### src/fat12_pkg.sv
// Shared types, codes and helpers for the FAT12 table engine.
`timescale 1ns / 1ps

package fat12_pkg;

	localparam int BYTE_ADDR_W = 13;
	localparam int CLUSTER_W   = 12;
	localparam int COUNT_W     = 13;

	localparam logic [11:0] END_MARK    = 12'hff8;
	localparam logic [11:0] ENTRY_MASK  = 12'hfff;
	localparam logic [7:0]  LOW_NIBBLE  = 8'h0f;
	localparam logic [7:0]  HIGH_NIBBLE = 8'hf0;

	localparam logic [2:0] OP_WRITE_BYTE  = 3'd0;
	localparam logic [2:0] OP_READ_BYTE   = 3'd1;
	localparam logic [2:0] OP_READ_ENTRY  = 3'd2;
	localparam logic [2:0] OP_WRITE_ENTRY = 3'd3;
	localparam logic [2:0] OP_FREE_CHAIN  = 3'd4;

	typedef struct packed {
		logic [2:0]  operation;
		logic [12:0] byte_addr;
		logic [7:0]  byte_data;
		logic [11:0] cluster;
		logic [11:0] entry_value;
	} req_t;

	typedef struct packed {
		logic [11:0] read_value;
		logic [12:0] freed_count;
		logic        error;
	} rsp_t;

	typedef enum logic [2:0] {
		K_NOTHING,
		K_BYTE_WR,
		K_BYTE_RD,
		K_ENT_RD,
		K_ENT_WR,
		K_FREE
	} kind_t;

	// Classified command between front and back
	typedef struct packed {
		kind_t       kind;
		logic [12:0] addr;
		logic [7:0]  data;
		logic [11:0] cluster;
		logic [11:0] value;
		logic [11:0] rv;
		logic        err;
	} cmd_t;

	typedef enum logic [3:0] {
		ST_IDLE,
		ST_LINK,
		ST_READ_LO,
		ST_READ_HI,
		ST_READ_END,
		ST_WRITE_LO,
		ST_WRITE_HI,
		ST_REPLY
	} back_state_t;

	// Byte offset of a cluster's entry: 3 * (c / 2) + (c % 2)
	function automatic logic [12:0] entry_base(input logic [11:0] c);
		logic [12:0] half;
		half = {2'b00, c[11:1]};
		return (half << 1) + half + {12'd0, c[0]};
	endfunction

	function automatic logic entry_in_range(input logic [11:0] c, input logic [13:0] max_cl,
			input logic [13:0] tbl_bytes);
		logic [13:0] hi_byte;
		hi_byte = {1'b0, entry_base(c)} + 14'd1;
		return ({2'b00, c} < max_cl) && (hi_byte < tbl_bytes);
	endfunction

endpackage

### src/fat12_queue.sv
// Two-entry command queue between the front end and the back end.
`timescale 1ns / 1ps

module fat12_queue import fat12_pkg::*; (
	input  logic clk,
	input  logic arst_n,
	input  logic push,
	input  cmd_t push_cmd,
	output logic full,
	input  logic pop,
	output logic empty,
	output cmd_t head
);

	cmd_t       slot_q [2];
	logic       wr_ptr_q;
	logic       rd_ptr_q;
	logic [1:0] count_q;

	assign full  = count_q == 2'd2;
	assign empty = count_q == 2'd0;
	assign head  = slot_q[rd_ptr_q];

	always_ff @(posedge clk or negedge arst_n) begin
		if (!arst_n) begin
			wr_ptr_q <= 1'b0;
			rd_ptr_q <= 1'b0;
			count_q  <= 2'd0;
		end else begin
			if (push) begin
				wr_ptr_q <= !wr_ptr_q;
			end
			if (pop) begin
				rd_ptr_q <= !rd_ptr_q;
			end
			if (push && !pop) begin
				count_q <= count_q + 2'd1;
			end else if (pop && !push) begin
				count_q <= count_q - 2'd1;
			end
		end
	end

	always_ff @(posedge clk) begin
		if (push) begin
			slot_q[wr_ptr_q] <= push_cmd;
		end
	end

endmodule

### config.mk
export PLATFORM = sky130hd
export DESIGN_NAME = fat12_queue
export DESIGN_NICKNAME = d
export VERILOG_FILES = /design/src/fat12_pkg.sv /design/src/fat12_queue.sv
export SDC_FILE = /design/constraint.sdc
export NUM_CORES = 1
export LEC_CHECK = 0
export ABC_AREA = 1
export BUFFER_PORTS_ARGS = -buffer_cell sky130_fd_sc_hd__buf_4
export CAP_MARGIN = 30
export CELL_PAD_IN_SITES_DETAIL_PLACEMENT = 1
export CELL_PAD_IN_SITES_GLOBAL_PLACEMENT = 1
export CORE_MARGIN = 1.5
export CORE_UTILIZATION = 38
export DETAILED_ROUTE_END_ITERATION = 10
export PLACE_DENSITY = 0.68
export SETUP_SLACK_MARGIN = 0.1
export SLEW_MARGIN = 20
export SYNTH_ARGS = -nofsm -noshare
export SYNTH_HDL_FRONTEND = slang
export SYNTH_SLANG_ARGS = --single-unit
### constraint.sdc
create_clock -name clk -period 6.6 [get_ports clk]
set_input_delay 0.99 -clock clk [delete_from_list [all_inputs] [get_ports clk]]
set_output_delay 0.99 -clock clk [all_outputs]
set_load 0.005 [all_outputs]
==> metrics.yaml, run 1 <==
outcome: "finished, final reports clean"
critPathRequiredTime_ns: 5.61
rsz0062_at_grt: "no"
htree_levels: 4
yosysSeqAreaShare_pct: 76.7
drc: 0
synthCells: 215
synth_area_mm2: 0.00491
finalWeightedCongestion: 0.698
path_delay_family: "buffers and inverters"
grt-ovfl-total: 0
grtUsageTotal_pct: 13.4
die_h_um: 117
core-area_mm2: 0.0126
critPathCaptureType: "output pin"
cts_setup_buffers: 0
nNetsFinal: 423
critPathMaxFanout: 36
start_kind: "flop"
ir_drop_mv: 0.204
hp-class: "in2async"
place_area_mm2: 0.00598
p_switching_mw: 0.694
drv_cap: 0
dp_hpwl_um: 5760
initial_utilization_pct: 38.9
seq_area_mm2: 0.00377
crit_buf_inv: 2
ys_seq_elements: 126
cts-buffers-inserted: 17
clk_pin_slew_ns: 0.05
fill_cells: 1204
port_buffers: 127
period_needed_ns: 3.36
p_leak_nw: 2.64
hold_viol: 0
power.total_mw: 2.76
vias: 2374
place_inst: 510
cpMaxStageDelayCell: "dfrtp_4"
drive_gt1_share_pct: 59.1
wl_um: 8760
drt-initial-drc-count: 90
r2r_start: "wr_ptr_q$_DFFE_PN0P_"
maxSlewHeadroom_pct: 48.1
syn2layout_area_growth_pct: 32.2
die_w_um: 117
fin_area_mm2: 0.00649
grt_first_pass_wirelength_um: 13000
routedWlPerCell_um: 16.2
yosysUniqueCellTypes: 14
pwr-share-comb_pct: 28.8
fin_skew_ns: 0.00441
pwr_density_cell_mw_per_mm2: 425
clockBufferDepth: 2
tightest_slew_ns: 0.777
worstPathArrival_ns: 2.37
postSynthAreaPerCell_um2: 22.8
pwr-share-seq_pct: 41.9
multi_input_area_um2: 996
cts_resized: 0
final-instance-count-excl-fill: 541
max_stage_delay_ns: 0.74
cts_sinks: 126
cts_tree: "built"
tns_ns: 0
top_level_ports: 128
fin_ws_ns: 3.24
hold_buffers: 0
ant_nets: 0
cp_common_cell: "buf_4"
post-route-period-util_pct: 50.8
grt_max_degree: 42
grt_pass1_vias: 2538
insertion_delay_ns: 0.41
crit_start: "rd_ptr_q$_DFFE_PN0P_"
pre_cts_slack_ns: 3.64
die_area_mm2: 0.0136
path_cells: "buf_4 > mux2_2 > buf_4"
std_cell_rows: 41
pwr-share-clk_pct: 29.2
power.internal_mw: 2.06
dr.pass1.iters: 3
critical_path_class: "reg2out"
antenna_found_initial: 0
vias_per_cell: 4.39
netSwitchingFraction_pct: 25.2
ys_warn_count: 0
syn_nets: 281
clock.fmax_ghz: 0.298
diodes: 0
setup_viol: 0
slew_viol_final: 0
cts-root-buf: "clkbuf_16"
[logic make-up (layout without fill, tap and decap cells)]
| kind of cell | after synthesis | in the layout | synth area share [%] |
|---|---|---|---|
| xor gates and xnor gates | 3 | 3 | 0.535 |
| adders and majority gates | 1 | 1 | 0.255 |
| buffers and inverters | 14 | 168 | 3.21 |
| DFF | 126 | 126 | 76.7 |
| muxes | 61 | 61 | 18.5 |
| and+or+nand+nor | 10 | 10 | 0.841 |
[registers in the layout, indices dropped and copies added, names as in the netlist]
name / flops
wr_ptr_q: 1
rd_ptr_q: 1
count_q: 2
slot_q: 122
[area by class of cell]
type,instances,area share [%]
Timing Repair Buffer,130,15.0
Clock buffer,19,6.67
Sequential cell,126,58.0
Inverter,7,0.405
Clock inverter,12,1.21
Tap cell,172,3.31
Multi-Input combinational cell,75,15.3
[cell usage after synthesis]
library cell | instances | area [um2]
edfxtp_1 | 122 | 3660
mux2_4 | 59 | 886
inv_1 | 7 | 26.3
buf_12 | 6 | 120
nand2_1 | 5 | 18.8
dfrtp_1 | 4 | 100
nor2_1 | 3 | 11.3
mux2_2 | 2 | 22.5
xor2_1 | 2 | 17.5
buf_6 | 1 | 11.3
ha_1 | 1 | 12.5
nand3_1 | 1 | 5.00
nand4_1 | 1 | 6.26
xnor2_1 | 1 | 8.76
[per-layer routing]
layer / vias to the layer above / wire length [um] / track usage [%] / share of wire [%]
met4: 0 / 154 / 7.23 / 1.8
li1: 1121 / - / - / -
met2: 85 / 4420 / 22.6 / 50
met5: - / 0 / 0 / 0
met1: 1155 / 3590 / 15.0 / 41
met3: 13 / 597 / 4.88 / 6.8
[power groups by stage]
stage	Clock (mW)	Combinational (mW)	Sequential, mW
2_1_floorplan	0	0.569	1.12
3_3_place_gp	0	0.809	1.16
3_5_place_dp	0	0.817	1.17
4_1_cts	0.829	0.821	1.16
5_1_grt	0.859	0.860	1.17
6_report	0.806	0.795	1.16
[final timing paths]
path | cells after the start | to | slack [ns]
min | 1 | wr_ptr_q$_DFFE_PN0P_ | 0.37
max reg2reg | 2 | slot_q[0][19]$_DFFE_PP_ | 4.57
max | 3 | head[52] | 3.24
max in group asynchronous | 1 | rd_ptr_q$_DFFE_PN0P_ | 6.11
min reg2reg | 2 | count_q[1]$_DFFE_PN0P_ | 0.55
min in group clk | 2 | count_q[1]$_DFFE_PN0P_ | 0.55
[per-stage QoR]
step           hold slack (ns)  utilization (%)
3_5_place_dp             0.545             47.4
4_1_cts                  0.351             51.4
3_3_place_gp             0.477             47.4
5_1_grt                  0.349             51.4
2_1_floorplan            0.463                -
6_report                 0.372             51.4
[placed cells by master (no fill, tap or decap), types with 2 or more instances in the layout]
master     instances
dfrtp_1            3
nand2_1            5
mux2_2             2
edfxtp_1         122
inv_1              6
mux2_4            59
xor2_1             2
clkinv_1           5
clkinv_2           6
nor2_1             2
clkbuf_16         17
buf_4            130
clkbuf_1           2
(Power assumes the default switching activity.)
==> inputs of run 2 (changes only) <==
==> constraint.sdc (replaced) <==
create_clock -name clk -period 3.32 [get_ports clk]
set_input_delay 0.498 -clock clk [delete_from_list [all_inputs] [get_ports clk]]
set_output_delay 0.498 -clock clk [all_outputs]
set_load 0.005 [all_outputs]
==> run 2 against run 1 <==
Cell area grew 1.4%. Clock skew rose by 0.00053 ns. Critical path type unchanged. Global-route usage increased by 0.28 points. Critical endpoint is now head[37]. Total power is 100% higher. Register-to-register slack worse by 2.9 ns.
==> metrics.yaml, run 2 (synthesis gave the netlist of run 1 again) <==
outcome: "finished, final reports clean"
clk_pin_slew_ns: 0.05
syn2layout_area_growth_pct: 34.1
initial_utilization_pct: 38.9
grt_pass1_vias: 2591
cts_resized: 0
drv_cap: 0
cts_setup_buffers: 0
max_stage_delay_ns: 0.89
wl_um: 8950
power.total_mw: 5.64
critical_path_class: "reg2out"
drt-initial-drc-count: 125
drc: 0
reg2reg_to: "slot_q[1][46]$_DFFE_PP_"
final-instance-count-excl-fill: 545
critPathCapture: "head[37]"
fin_hold_ws_ns: 0.274
start_kind: "flop"
grt_first_pass_wirelength_um: 13400
top_level_ports: 128
vias: 2398
antenna_found_initial: 0
grt-ovfl-total: 0
setup_viol: 0
cts-root-buf: "clkbuf_16"
die_h_um: 117
core-area_mm2: 0.0126
cpMaxStageDelayCell: "dfrtp_4"
maxSlewHeadroom_pct: 51.9
dp_hpwl_um: 5860
hp-class: "in2reg"
p_leak_nw: 2.68
reg2reg_slack_ns: 1.65
std_cell_rows: 41
layout_common_cells: "buf_4 (130), edfxtp_1 (122), mux2_4 (59), clkbuf_16 (17), clkinv_2 (7)"
port_buffers: 127
fin_area_mm2: 0.00659
cts_tree: "built"
path_delay_family: "flip-flops"
place_area_mm2: 0.00602
layout_commonest_cell: "buf_4"
tightest_slew_ns: 0.720
crit_cells: 3
cts_sinks: 126
hold_viol: 0
cts-buffers-inserted: 17
worstPathArrival_ns: 2.07
place_inst: 512
r2r_start: "wr_ptr_q$_DFFE_PN0P_"
grtUsageTotal_pct: 13.7
drive_gt1_share_pct: 60.3
vias_per_cell: 4.40
post-route-period-util_pct: 77.4
clock.fmax_ghz: 0.389
rsz0062_at_grt: "no"
tns_ns: 0
critPathMaxFanout: 36
insertion_delay_ns: 0.40
ant_nets: 0
die_w_um: 117
critPathRequiredTime_ns: 2.82
die_area_mm2: 0.0136
diodes: 0
nNetsFinal: 426
htree_levels: 4
routedWlPerCell_um: 16.4
slew_viol_final: 0
crit_start: "rd_ptr_q$_DFFE_PN0P_"
clockBufferDepth: 2
path_cells: "buf_12 > mux2_4 > buf_4"
crit_buf_inv: 2
ir_drop_mv: 0.505
grt_max_degree: 37
largest_reg_flops: 122
dr.pass1.iters: 4
pwr_density_cell_mw_per_mm2: 857
finalWeightedCongestion: 0.690
reg2regPathDepth: 3
critPathCaptureType: "output pin"
regMostFlops: "slot_q"
reg.largest.list: "slot_q (122), count_q (2)"
fin_skew_ns: 0.00494
period_needed_ns: 2.57
==> run 2: cell count changes in the layout (fill, tap and decap cells not counted), sizes merged <==
cell,previous run,this run
dlygate4sd3,0,1
bufinv,1,2
clkinvlp,0,3
clkinv,11,10
clkbuf,19,17
buf,130,132
==> run 2: through the flow <==
step	util (%)	worst slack, ns
3_5_place_dp	47.7	1.15
4_1_cts	52.2	0.698
3_3_place_gp	47.7	1.16
6_report	52.2	0.749
2_1_floorplan	-	0.796
5_1_grt	52.2	0.658
==> run 2: layout make-up <==
cell class                 instances  area (um2)
fill                            1204        6030
sequential                       126        3770
timing repair buffer             133        1030
multi-input combinational         75         996
clock buffer                      17         425
tap                              172         215
clock inverter                    15         129
inverter                           7        26.3
==> run 2: worst register-to-register path, stage by stage, from the launching register on <==
cell and delay, ns:
dfrtp_1 0.42, nand2_1 0.08, inv_2 0.53, buf_12 0.32
==> run 2: where the power goes <==
| group | switching [mW] | internal, mW | total, mW |
|---|---|---|---|
| clock network | 0.630 | 1.08 | 1.71 |
| logic | 0.582 | 1.02 | 1.60 |
| registers | 0.214 | 2.12 | 2.33 |
==> run 2: per-layer routing <==
| layer | GRT usage, % | routed length, um | up-vias |
|---|---|---|---|
| li1 | - | - | 1124 |
| met4 | 7.55 | 205 | 0 |
| met1 | 15.9 | 3730 | 1165 |
| met2 | 21.8 | 4410 | 92 |
| met3 | 5.55 | 614 | 17 |
| met5 | 0 | 0 | - |
==> run 2: what timing repair did <==
| action | in CTS | in global routing |
|---|---|---|
| endpoints found under the setup margin | 0 | 0 |
| hold buffers | 1 | 0 |
| endpoints found under the hold margin | 4 | 0 |
==> run 2: worst min-delay path by stage <==
stage | cells past startpoint | startpoint | slack, ns | end
3_5_place_dp | 1 | arst_n | 0.30 | count_q[1]$_DFFE_PN0P_
5_1_grt | 1 | push_cmd[14] | 0.25 | slot_q[1][14]$_DFFE_PP_
4_1_cts | 1 | push_cmd[3] | 0.25 | slot_q[1][3]$_DFFE_PP_
3_3_place_gp | 1 | arst_n | 0.30 | count_q[1]$_DFFE_PN0P_
6_report | 1 | push_cmd[44] | 0.27 | slot_q[1][44]$_DFFE_PP_
2_1_floorplan | 0 | arst_n | 0.20 | count_q[0]$_DFFE_PN0P_
