==> src/fat12_pkg.sv <==
// Shared types, codes and helpers for the FAT12 table engine.
`timescale 1ns / 1ps

package fat12_pkg;

	localparam int BYTE_ADDR_W = 13;
	localparam int CLUSTER_W   = 12;
	localparam int COUNT_W     = 13;

	localparam logic [11:0] END_MARK    = 12'hff8;
	localparam logic [11:0] ENTRY_MASK  = 12'hfff;
	localparam logic [7:0]  LOW_NIBBLE  = 8'h0f;
	localparam logic [7:0]  HIGH_NIBBLE = 8'hf0;

	localparam logic [2:0] OP_WRITE_BYTE  = 3'd0;
	localparam logic [2:0] OP_READ_BYTE   = 3'd1;
	localparam logic [2:0] OP_READ_ENTRY  = 3'd2;
	localparam logic [2:0] OP_WRITE_ENTRY = 3'd3;
	localparam logic [2:0] OP_FREE_CHAIN  = 3'd4;

	typedef struct packed {
		logic [2:0]  operation;
		logic [12:0] byte_addr;
		logic [7:0]  byte_data;
		logic [11:0] cluster;
		logic [11:0] entry_value;
	} req_t;

	typedef struct packed {
		logic [11:0] read_value;
		logic [12:0] freed_count;
		logic        error;
	} rsp_t;

	typedef enum logic [2:0] {
		K_NOTHING,
		K_BYTE_WR,
		K_BYTE_RD,
		K_ENT_RD,
		K_ENT_WR,
		K_FREE
	} kind_t;

	// Classified command between front and back
	typedef struct packed {
		kind_t       kind;
		logic [12:0] addr;
		logic [7:0]  data;
		logic [11:0] cluster;
		logic [11:0] value;
		logic [11:0] rv;
		logic        err;
	} cmd_t;

	typedef enum logic [3:0] {
		ST_IDLE,
		ST_LINK,
		ST_READ_LO,
		ST_READ_HI,
		ST_READ_END,
		ST_WRITE_LO,
		ST_WRITE_HI,
		ST_REPLY
	} back_state_t;

	// Byte offset of a cluster's entry: 3 * (c / 2) + (c % 2)
	function automatic logic [12:0] entry_base(input logic [11:0] c);
		logic [12:0] half;
		half = {2'b00, c[11:1]};
		return (half << 1) + half + {12'd0, c[0]};
	endfunction

	function automatic logic entry_in_range(input logic [11:0] c, input logic [13:0] max_cl,
			input logic [13:0] tbl_bytes);
		logic [13:0] hi_byte;
		hi_byte = {1'b0, entry_base(c)} + 14'd1;
		return ({2'b00, c} < max_cl) && (hi_byte < tbl_bytes);
	endfunction

endpackage

==> src/fat12_front.sv <==
// Front end: takes request beats, checks ranges and classifies them into commands.
`timescale 1ns / 1ps

module fat12_front import fat12_pkg::*; #(
	parameter int TABLE_BYTES  = 6144,
	parameter int MAX_CLUSTERS = 4096
) (
	input  logic req_valid,
	output logic req_stall,
	input  req_t req,
	input  logic full,
	output logic push,
	output cmd_t cmd
);

	logic byte_ok;
	logic entry_ok;

	assign byte_ok  = {1'b0, req.byte_addr} < 14'(TABLE_BYTES);
	assign entry_ok = entry_in_range(req.cluster, 14'(MAX_CLUSTERS), 14'(TABLE_BYTES));

	assign req_stall = full;
	assign push      = req_valid && !full;

	always_comb begin
		cmd.kind    = K_NOTHING;
		cmd.addr    = req.byte_addr;
		cmd.data    = req.byte_data;
		cmd.cluster = req.cluster;
		cmd.value   = req.entry_value;
		cmd.rv      = '0;
		cmd.err     = 1'b0;
		unique case (req.operation)
			OP_WRITE_BYTE: begin
				cmd.kind = byte_ok ? K_BYTE_WR : K_NOTHING;
				cmd.err  = !byte_ok;
			end
			OP_READ_BYTE: begin
				cmd.kind = byte_ok ? K_BYTE_RD : K_NOTHING;
				cmd.err  = !byte_ok;
			end
			OP_READ_ENTRY: begin
				cmd.addr = entry_base(req.cluster);
				// cluster zero answers with the end mark without a table access
				if (req.cluster == '0) begin
					cmd.rv = END_MARK;
				end else if (entry_ok) begin
					cmd.kind = K_ENT_RD;
				end else begin
					cmd.err = 1'b1;
				end
			end
			OP_WRITE_ENTRY: begin
				cmd.addr = entry_base(req.cluster);
				cmd.kind = entry_ok ? K_ENT_WR : K_NOTHING;
				cmd.err  = !entry_ok;
			end
			OP_FREE_CHAIN: begin
				cmd.kind = K_FREE;
			end
			default: begin
				cmd.kind = K_NOTHING;
			end
		endcase
	end

endmodule

==> config.mk <==
export PLATFORM = sky130hd
export DESIGN_NAME = fat12_front
export DESIGN_NICKNAME = d
export VERILOG_FILES = /design/src/fat12_pkg.sv /design/src/fat12_front.sv
export SDC_FILE = /design/constraint.sdc
export NUM_CORES = 1
export LEC_CHECK = 0
export BUFFER_PORTS_ARGS = -buffer_cell sky130_fd_sc_hd__buf_4
export CAP_MARGIN = 10
export CORE_MARGIN = 5
export CORE_UTILIZATION = 40
export DETAILED_ROUTE_END_ITERATION = 16
export PLACE_DENSITY = 0.92
export SETUP_SLACK_MARGIN = 0.15
export SLEW_MARGIN = 20
export SYNTH_ARGS = -nofsm -noshare
export SYNTH_HDL_FRONTEND = slang
export SYNTH_SLANG_ARGS = --single-unit
==> constraint.sdc <==
create_clock -name vclk -period 3.2
set_input_delay 0.16 -clock vclk [all_inputs]
set_output_delay 0.16 -clock vclk [all_outputs]
set_load 0.005 [all_outputs]
==> results.rst, run 1 <==
.. list-table::
   :header-rows: 1

   * - Metric
     - Value
   * - Inserted Diodes
     - 0
   * - Data arrival, critical path
     - 2.72 ns
   * - Global-route usage over all layers
     - 12.94%
   * - Post-DRT Antenna Nets
     - 0
   * - Flip-flop and latch count
     - 0
   * - Min Tclk post-route
     - 2.875 ns
   * - Synth Area in Adders
     - 20.24%
   * - Post-synthesis xor/xnor area fraction
     - 6.876%
   * - Post-detailed-placement half-perimeter wirelength
     - 2775 µm
   * - CP max-delay cell
     - fa_1
   * - Last weighted congestion value of the routability-driven placer
     - 0.9778
   * - Cell seen most often among critical-path stages
     - buf_4
   * - Maximum number of pins on one net before global-route repair
     - 17
   * - DR WL/cell
     - 12.69 µm
   * - Worst path max stage delay
     - 0.41 ns
   * - Leakage
     - 0.8241 nW
   * - Part of the Yosys area used for sequential elements
     - 0%
   * - Area grow syn2layout
     - 20.04%
   * - Ratio of routed vias to standard cells
     - 4.860
   * - Floorplan die area
     - 4413 µm²
   * - Proportion of power drawn by combinational gates
     - 100.0%
   * - Crit path launch type
     - input pin
   * - Die extent in y
     - 66.43 µm
   * - Buffer and inverter count on the worst path
     - 3
   * - Proportion of power drawn by flip-flops and latches
     - 0%
   * - Clock buffer count
     - 0
   * - Fraction of the mapped netlist area in compound gates
     - 20.14%
   * - Antenna violations before repair
     - 0
   * - Detailed Route Iter0 Violations
     - 40
   * - Top cells by count, synth
     - 44 x buf_4, 25 x nand2_1, 19 x ha_1
   * - Total net switching power
     - 0.0001194 W
   * - Dominant combinational cell family by area after synthesis
     - buffers and inverters
   * - Switching portion of total power
     - 48.19%
   * - Most common cell in the synthesized netlist
     - buf_4
   * - Via count
     - 1215
   * - Final cell count without fillers
     - 250
   * - Power after layout
     - 0.0002478 W
   * - Number of endpoints failing setup at the final stage
     - 0
   * - Biggest fanout along the worst timing path
     - 4
   * - Number of detailed-routing iterations run before antenna repair
     - 4
   * - Number of warnings issued by yosys
     - 0
   * - Post-synth top area share
     - 25.93%
   * - Data required, critical path
     - 3.04 ns
   * - Cell taking the most area after synthesis
     - buf_4
   * - Number of instances in the placed design
     - 250
   * - Hold-critical path depth
     - 0
   * - Type of element capturing the critical path
     - primary output
   * - Total power divided by cell area
     - 162.1 nW/µm²
   * - Number of global-route vias before repair
     - 1145
   * - Number of hold violations in the final report
     - 0
   * - Total congestion overflow
     - 0
   * - Average size of a mapped cell
     - 7.037 µm²
   * - Number of port buffers
     - 70
   * - Family with the most delay on the worst path
     - compound AO/OA/AOI/OAI gates
   * - Fraction of layout instances using a drive strength above 1
     - 39.32%
   * - Unrepaired setup endpoints after global routing
     - no
   * - Outcome
     - finished, final reports clean
   * - Number of post-CTS setup repair buffers
     - 0
   * - Number of maximum-capacitance constraint violations
     - 0
   * - Net count, final
     - 278
   * - WHS
     - 0.3200 ns
   * - Post-synthesis share of cell area spent on and, or, nand and nor gates
     - 17.98%
   * - Max frequency
     - 347.8 MHz
   * - Worst hold path class
     - input pin to primary output
   * - Period utilization
     - 89.85%
   * - Wire length of the first global-routing pass
     - 4788 µm
   * - Remaining DRCs
     - 0
   * - Actual transition at the worst max-transition pin
     - 0.8046 ns
   * - Worst vdd rail ir drop
     - 0.00006095 V
   * - Effective utilization at floorplan
     - 41.72%
   * - Mux cell area share after synthesis
     - 3.536%
   * - Floorplan Core Area
     - 3053 µm²
   * - Clock network power share
     - 0%
   * - Max-slew headroom at the worst pin
     - 46.25%
   * - Cell types occupying the most area after synthesis
     - buf_4 26%, ha_1 19%, nand2_1 7.4%
   * - Placement row count
     - 20
   * - Total negative setup slack
     - 0 ns
   * - Distinct cell type count of the synthesized netlist
     - 40
   * - Die width
     - 66.43 µm
   * - Netlist area before placement
     - 1274 µm²
   * - Chain of cells forming the critical path
     - buf_4 > ha_1 > inv_1 > fa_1 > nor2b_2 > o211ai_1 > a31oi_1 > xor2_1 > nand4_1 > o41a_1 > or2_4 > a31o_1 > buf_4
   * - WS Path Type
     - input pin to primary output
   * - Cell internal power dissipation
     - 0.0001284 W
   * - Final Slew Violations
     - 0
   * - Number of standard cells after synthesis
     - 181
   * - Seq. cell area
     - 0 µm²
   * - Ports placed on the boundary
     - 113
   * - Depth of the critical timing path with buffers and inverters included
     - 13
   * - Final Routed Wirelength
     - 3173 µm
==> per-layer routing <==
layer	part of all wire (%)	track usage [%]
met4	0.66	2.284
met1	40	14.71
met3	11	3.061
met5	0	0
met2	48	24.29
==> worst paths after layout <==
path / from / endpoint / slack (ns)
max: req[13] / cmd[60] / 0.32
min: req[4] / cmd[17] / 0.32
==> through the flow <==
| stage | setup slack, ns | util [%] | instance area, µm² |
|---|---|---|---|
| after CTS | 0.3013 | 49.80 | 1520 |
| after global routing | 0.1550 | 50.08 | 1529 |
| after global placement | 0.3266 | 49.80 | 1520 |
| after floorplan | 0.7266 | - | 1281 |
| after detailed placement | 0.3144 | 49.80 | 1520 |
| final | 0.3247 | 50.08 | 1529 |
==> power by group through the flow <==
stage	Clock, W	Combinational, W	Sequential [W]
finish	0	0.000248	0
global route	0	0.000275	0
CTS	0	0.000246	0
detailed placement	0	0.000245	0
global placement	0	0.000240	0
floorplan	0	0.000170	0
==> kinds of logic (layout without fill, tap and decap cells) <==
family / count (synthesis) / after routing
buf+inv: 61 / 84
simple gates: 48 / 48
compound gates: 37 / 37
fa+ha+maj: 20 / 20
xor+xnor: 10 / 10
mux: 4 / 4
other cells: 1 / 3
==> area by class of cell <==
type / count / area (µm²)
fill: 323 / 1524
inverter: 14 / 52.55
multi-input combinational: 122 / 895.9
tap: 44 / 55.05
timing repair buffer: 70 / 525.5
==> layout by cell type, fill, tap and decap left out, drive strengths merged, types with 4 or more instances in the layout <==
master	synthesis	final
buf	44	70
nand2	25	25
ha	19	19
inv	14	14
o21ai	10	10
nor2	6	6
a21oi	6	6
xor2	5	5
xnor2	5	5
mux2	4	4
==> what timing repair did <==
action | CTS | global route
setup endpoints to repair | 0 | 2
hold buffers | 0 | 0
gates resized for setup | 0 | 2
Note: power is estimated with default switching activity, not from simulation.
==> run 2, diff against run 1 <==
REMOVE_ABC_BUFFERS = 1   (was default)
==> run 2 against run 1 <==
Compared with the run above:
- first-iteration DRC count unchanged
- fmax is 2.3% lower
- worst setup slack worse by 0.068 ns
- cell count up 0.40%
- die area unchanged
- sequential share of layout area is the same
- hold slack is essentially flat
- power rose by 1.8%
- routed wire length increased by 15%
- via count grew 3.1%
- non-clock buffer count up 1
- global-route usage grew 2.3 points
- largest cell class unchanged
- highest routed layer is now met3
==> results.rst, run 2 (synthesized netlist as in run 1, its figures left out) <==
.. list-table::
   :header-rows: 1

   * - Metric
     - Value
   * - Type of element capturing the critical path
     - primary output
   * - Hold Crit Endpoint
     - cmd[24]
   * - Buffer and inverter count on the worst path
     - 3
   * - Area grow syn2layout
     - 20.63%
   * - Crit path launch type
     - input pin
   * - Period utilization
     - 91.98%
   * - Effective utilization at floorplan
     - 41.72%
   * - Leakage
     - 0.8293 nW
   * - Die extent in y
     - 66.43 µm
   * - Final Routed Wirelength
     - 3638 µm
   * - Number of maximum-capacitance constraint violations
     - 0
   * - Family with the most delay on the worst path
     - compound AO/OA/AOI/OAI gates
   * - Antenna violations before repair
     - 0
   * - Seq. cell area
     - 0 µm²
   * - DR WL/cell
     - 14.49 µm
   * - Inserted Diodes
     - 0
   * - Post-DRT Antenna Nets
     - 0
   * - Actual transition at the worst max-transition pin
     - 0.7939 ns
   * - Total negative setup slack
     - 0 ns
   * - Number of port buffers
     - 70
   * - Number of global-route vias before repair
     - 1208
   * - Min Tclk post-route
     - 2.943 ns
   * - Detailed Route Iter0 Violations
     - 40
   * - Floorplan die area
     - 4413 µm²
   * - Post-detailed-placement half-perimeter wirelength
     - 3187 µm
   * - Fraction of layout instances using a drive strength above 1
     - 39.61%
   * - Worst hold start
     - req[11]
   * - Chain of cells forming the critical path
     - buf_4 > ha_1 > inv_1 > fa_1 > nor2b_2 > o211ai_1 > a31oi_1 > xor2_1 > nand4_1 > o41a_1 > or2_4 > a31o_1 > buf_4
   * - Clock buffer count
     - 0
   * - Data arrival, critical path
     - 2.78 ns
   * - Maximum number of pins on one net before global-route repair
     - 17
   * - Worst vdd rail ir drop
     - 0.00008228 V
   * - Ports placed on the boundary
     - 113
   * - Cell seen most often among critical-path stages
     - buf_4
   * - Worst path max stage delay
     - 0.41 ns
   * - Ratio of routed vias to standard cells
     - 4.992
   * - Hold-critical path depth
     - 0
   * - Worst hold path class
     - input pin to primary output
   * - Via count
     - 1253
   * - Most common cell after layout, fill and taps aside
     - buf_4
   * - Last weighted congestion value of the routability-driven placer
     - 0.9421
   * - Placement row count
     - 20
   * - Net count, final
     - 279
   * - Global-route usage over all layers
     - 15.29%
   * - Post-layout util
     - 50.33%
   * - Flip-flop and latch count
     - 0
   * - CP max-delay cell
     - fa_1
   * - Top library cells by usage in the layout, fill and taps aside
     - 71 x buf_4, 25 x nand2_1, 19 x ha_1
   * - Unrepaired setup endpoints after global routing
     - no
   * - Max-slew headroom at the worst pin
     - 46.96%
   * - Remaining DRCs
     - 0
   * - Wire length of the first global-routing pass
     - 5464 µm
   * - CTS hold repair buffers
     - 0
   * - Floorplan Core Area
     - 3053 µm²
   * - Total congestion overflow
     - 0
   * - Biggest fanout along the worst timing path
     - 4
   * - WS Path Type
     - input pin to primary output
   * - Final Slew Violations
     - 0
   * - Data required, critical path
     - 3.04 ns
   * - Outcome
     - finished, final reports clean
   * - Total power divided by cell area
     - 164.2 nW/µm²
   * - Max frequency
     - 339.8 MHz
   * - Die width
     - 66.43 µm
   * - Number of hold violations in the final report
     - 0
   * - Number of endpoints failing setup at the final stage
     - 0
   * - Number of detailed-routing iterations run before antenna repair
     - 4
-- run 2: cell count changes in the layout (fill, tap and decap cells not counted), sizes merged --
cell,change
buf,+1
-- run 2: final cells by class --
class	count	area, µm²
Fill cell	322	1516
Multi-Input combinational cell	122	895.9
Timing Repair Buffer	71	533.0
Tap cell	44	55.05
Inverter	14	52.55
-- run 2: metrics by stage --
step | total power [W] | setup slack (ns) | instance area (µm²) | std cells | hold WS [ns]
after floorplan | 0.0001331 | 0.7266 | 939.7 | 136 | 0.3200
after global placement | 0.0002399 | 0.3052 | 1520 | 250 | 0.3200
after detailed placement | 0.0002450 | 0.2589 | 1520 | 250 | 0.3200
after CTS | 0.0002460 | 0.2405 | 1520 | 250 | 0.3200
after global routing | 0.0002796 | 0.1453 | 1536 | 251 | 0.3200
final | 0.0002522 | 0.2567 | 1536 | 251 | 0.3200
-- run 2: power breakdown --
group | leakage (nW) | internal (W) | total [W] | switching [W]
Combinational | 0.829 | 0.000132 | 0.000252 | 0.000120
Sequential | 0 | 0 | 0 | 0
Clock | 0 | 0 | 0 | 0
-- run 2: worst max path at each step --
| stage | to | depth (start not counted) | startpoint |
|---|---|---|---|
| 2_1_floorplan | cmd[60] | 10 | req[14] |
| 3_3_place_gp | cmd[60] | 13 | req[13] |
| 3_5_place_dp | cmd[60] | 13 | req[13] |
| 4_1_cts | cmd[60] | 13 | req[13] |
| 5_1_grt | cmd[0] | 13 | req[13] |
| 6_report | cmd[60] | 13 | req[13] |
-- run 2: layer usage --
| metal | part of all wire, % | up-vias | GRT usage [%] |
|---|---|---|---|
| met5 | 0 | - | 8.333 |
| met4 | 0 | 0 | 0 |
| met3 | 15 | 0 | 8.844 |
| met2 | 41 | 76 | 23.05 |
| met1 | 43 | 556 | 19.34 |
| li1 | - | 621 | - |
-- run 2: repair_timing --
item                       4_1_cts  5_1_grt
buffers inserted                 0        1
setup endpoints to repair        0        3
gates resized for setup          0        2
==> run 3, diff against run 2 <==
clock period = 2.75 ns   (was 3.2 ns; I/O delays follow)
==> run 3 against run 2 <==
Compared with the run above:
- clock-buffer cell count unchanged
- first-iteration DRC count stayed put
- non-clock buffer count grew 21
- flip-flop and latch count unchanged
- cell count up 8.4%
- utilization rose by 8.7 points
- via count increased by 8.9%
- worst setup slack got worse by 0.23 ns
- design area rose by 17%
- critical endpoint unchanged
==> results.rst, run 3 (synthesized netlist as in run 1, its figures left out) <==
.. list-table::
   :header-rows: 1

   * - Metric
     - Value
   * - Number of maximum-capacitance constraint violations
     - 0
   * - Highest routing layer actually used
     - met4
   * - Biggest fanout along the worst timing path
     - 3
   * - Total power divided by cell area
     - 207.1 nW/µm²
   * - Ratio of routed vias to standard cells
     - 5.018
   * - Data required, critical path
     - 2.61 ns
   * - Via count
     - 1365
   * - Max frequency
     - 367.2 MHz
   * - Inserted Diodes
     - 0
   * - Total negative setup slack
     - 0 ns
   * - Area grow syn2layout
     - 41.45%
   * - Worst vdd rail ir drop
     - 0.00007805 V
   * - Data arrival, critical path
     - 2.59 ns
   * - Worst Setup Slack, final
     - 0.02689 ns
   * - Most common cell after layout, fill and taps aside
     - buf_4
   * - Placement row count
     - 20
   * - WHS
     - 0.2750 ns
   * - DRT met1 WL
     - 1831 µm
   * - Area used by multi-input combinational logic
     - 988.4 µm²
   * - Seq. cell area
     - 0 µm²
   * - Flip-flop and latch count
     - 0
   * - Post-DRT Antenna Nets
     - 0
   * - Top library cells by usage in the layout, fill and taps aside
     - 90 x buf_4, 25 x nand2_1, 13 x ha_1
   * - Final Routed Wirelength
     - 4152 µm
   * - Worst hold path class
     - input pin to primary output
   * - Worst slack, placed
     - -0.06200 ns
   * - Number of port buffers
     - 70
   * - Antenna violations before repair
     - 0
   * - Max-slew headroom at the worst pin
     - 45.59%
   * - Number of endpoints failing setup at the final stage
     - 0
   * - Detailed Route Iter0 Violations
     - 40
   * - Remaining DRCs
     - 0
   * - WS Path Type
     - input pin to primary output
   * - Net count, final
     - 300
   * - Number of hold violations in the final report
     - 0
   * - DR WL/cell
     - 15.26 µm
   * - Outcome
     - finished, final reports clean
   * - Ports placed on the boundary
     - 113
   * - Number of filler instances in the final layout
     - 284
   * - Floorplan Core Area
     - 3053 µm²
   * - Maximum number of pins on one net before global-route repair
     - 17
   * - Floorplan die area
     - 4413 µm²
   * - Fraction of layout instances using a drive strength above 1
     - 51.32%
   * - Total congestion overflow
     - 0
   * - Period utilization
     - 99.02%
   * - Post-Place Cell Area
     - 1610 µm²
   * - Type of element capturing the critical path
     - primary output
   * - Unrepaired setup endpoints after global routing
     - yes
   * - Wire length of the first global-routing pass
     - 5940 µm
   * - Clock buffer count
     - 0
   * - Actual transition at the worst max-transition pin
     - 0.8145 ns
   * - Crit path launch type
     - input pin
   * - Number of global-route vias before repair
     - 1267
   * - Post-detailed-placement half-perimeter wirelength
     - 3245 µm
   * - Post-layout util
     - 59.02%
   * - Cell area after layout
     - 1802 µm²
   * - Global-route usage over all layers
     - 17.07%
   * - Die extent in y
     - 66.43 µm
   * - Last weighted congestion value of the routability-driven placer
     - 0.9267
   * - Total met2 wirelength after detailed routing
     - 1794 µm
   * - CTS hold repair buffers
     - 0
   * - Effective utilization at floorplan
     - 41.72%
   * - Die width
     - 66.43 µm
   * - Leakage
     - 0.9372 nW
   * - Routed wire length on met3
     - 493 µm
   * - Min Tclk post-route
     - 2.723 ns
   * - Number of detailed-routing iterations run before antenna repair
     - 4
   * - Final Slew Violations
     - 0
==> run 3: changes by cell type in the layout (fill, tap and decap cells not counted), sizes merged <==
cell,change
buf,+21
==> run 3: worst paths after layout <==
kind,startpoint,to,cells past startpoint
min,req[11],cmd[24],0
max,req[12],cmd[60],13
==> run 3: cell type report <==
type / count / area share [%]
repair buffers: 92 / 39.17
multi-input cells: 122 / 54.86
inverters: 14 / 2.917
well taps: 44 / 3.056
==> run 3: worst max-delay path, cell delays in order <==
cell	delay [ns]
buf_8	0.08
ha_4	0.13
inv_2	0.03
fa_2	0.34
nor2b_2	0.14
o211ai_1	0.12
a31oi_1	0.26
xor2_1	0.24
nand4_1	0.12
o41a_1	0.40
or2_4	0.25
a31o_1	0.21
buf_4	0.13
==> run 3: layer usage <==
layer,GRT usage (%),vias to the layer above
met3,7.823,4
met2,27.39,74
li1,-,661
met1,21.14,626
met5,8.333,-
met4,1.015,0
==> run 3: through the flow <==
stage	power (W)	std cells
2_1_floorplan	0.0001549	136
3_3_place_gp	0.0003027	262
3_5_place_dp	0.0003091	262
4_1_cts	0.0003530	269
5_1_grt	0.0004042	272
6_report	0.0003732	272
==> run 3: report_power, final <==
group | internal (W) | total, W | switching (W)
Combinational | 0.000207 | 0.000373 | 0.000166
Sequential | 0 | 0 | 0
Clock | 0 | 0 | 0
Total | 0.000207 | 0.000373 | 0.000166
==> run 3: timing repair <==
action / CTS / global route
endpoints found under the hold margin: 0 / 0
gates resized for setup: 21 / 4
setup endpoints to repair: 4 / 4
setup buffers: 7 / 3
pin swaps: 16 / 9
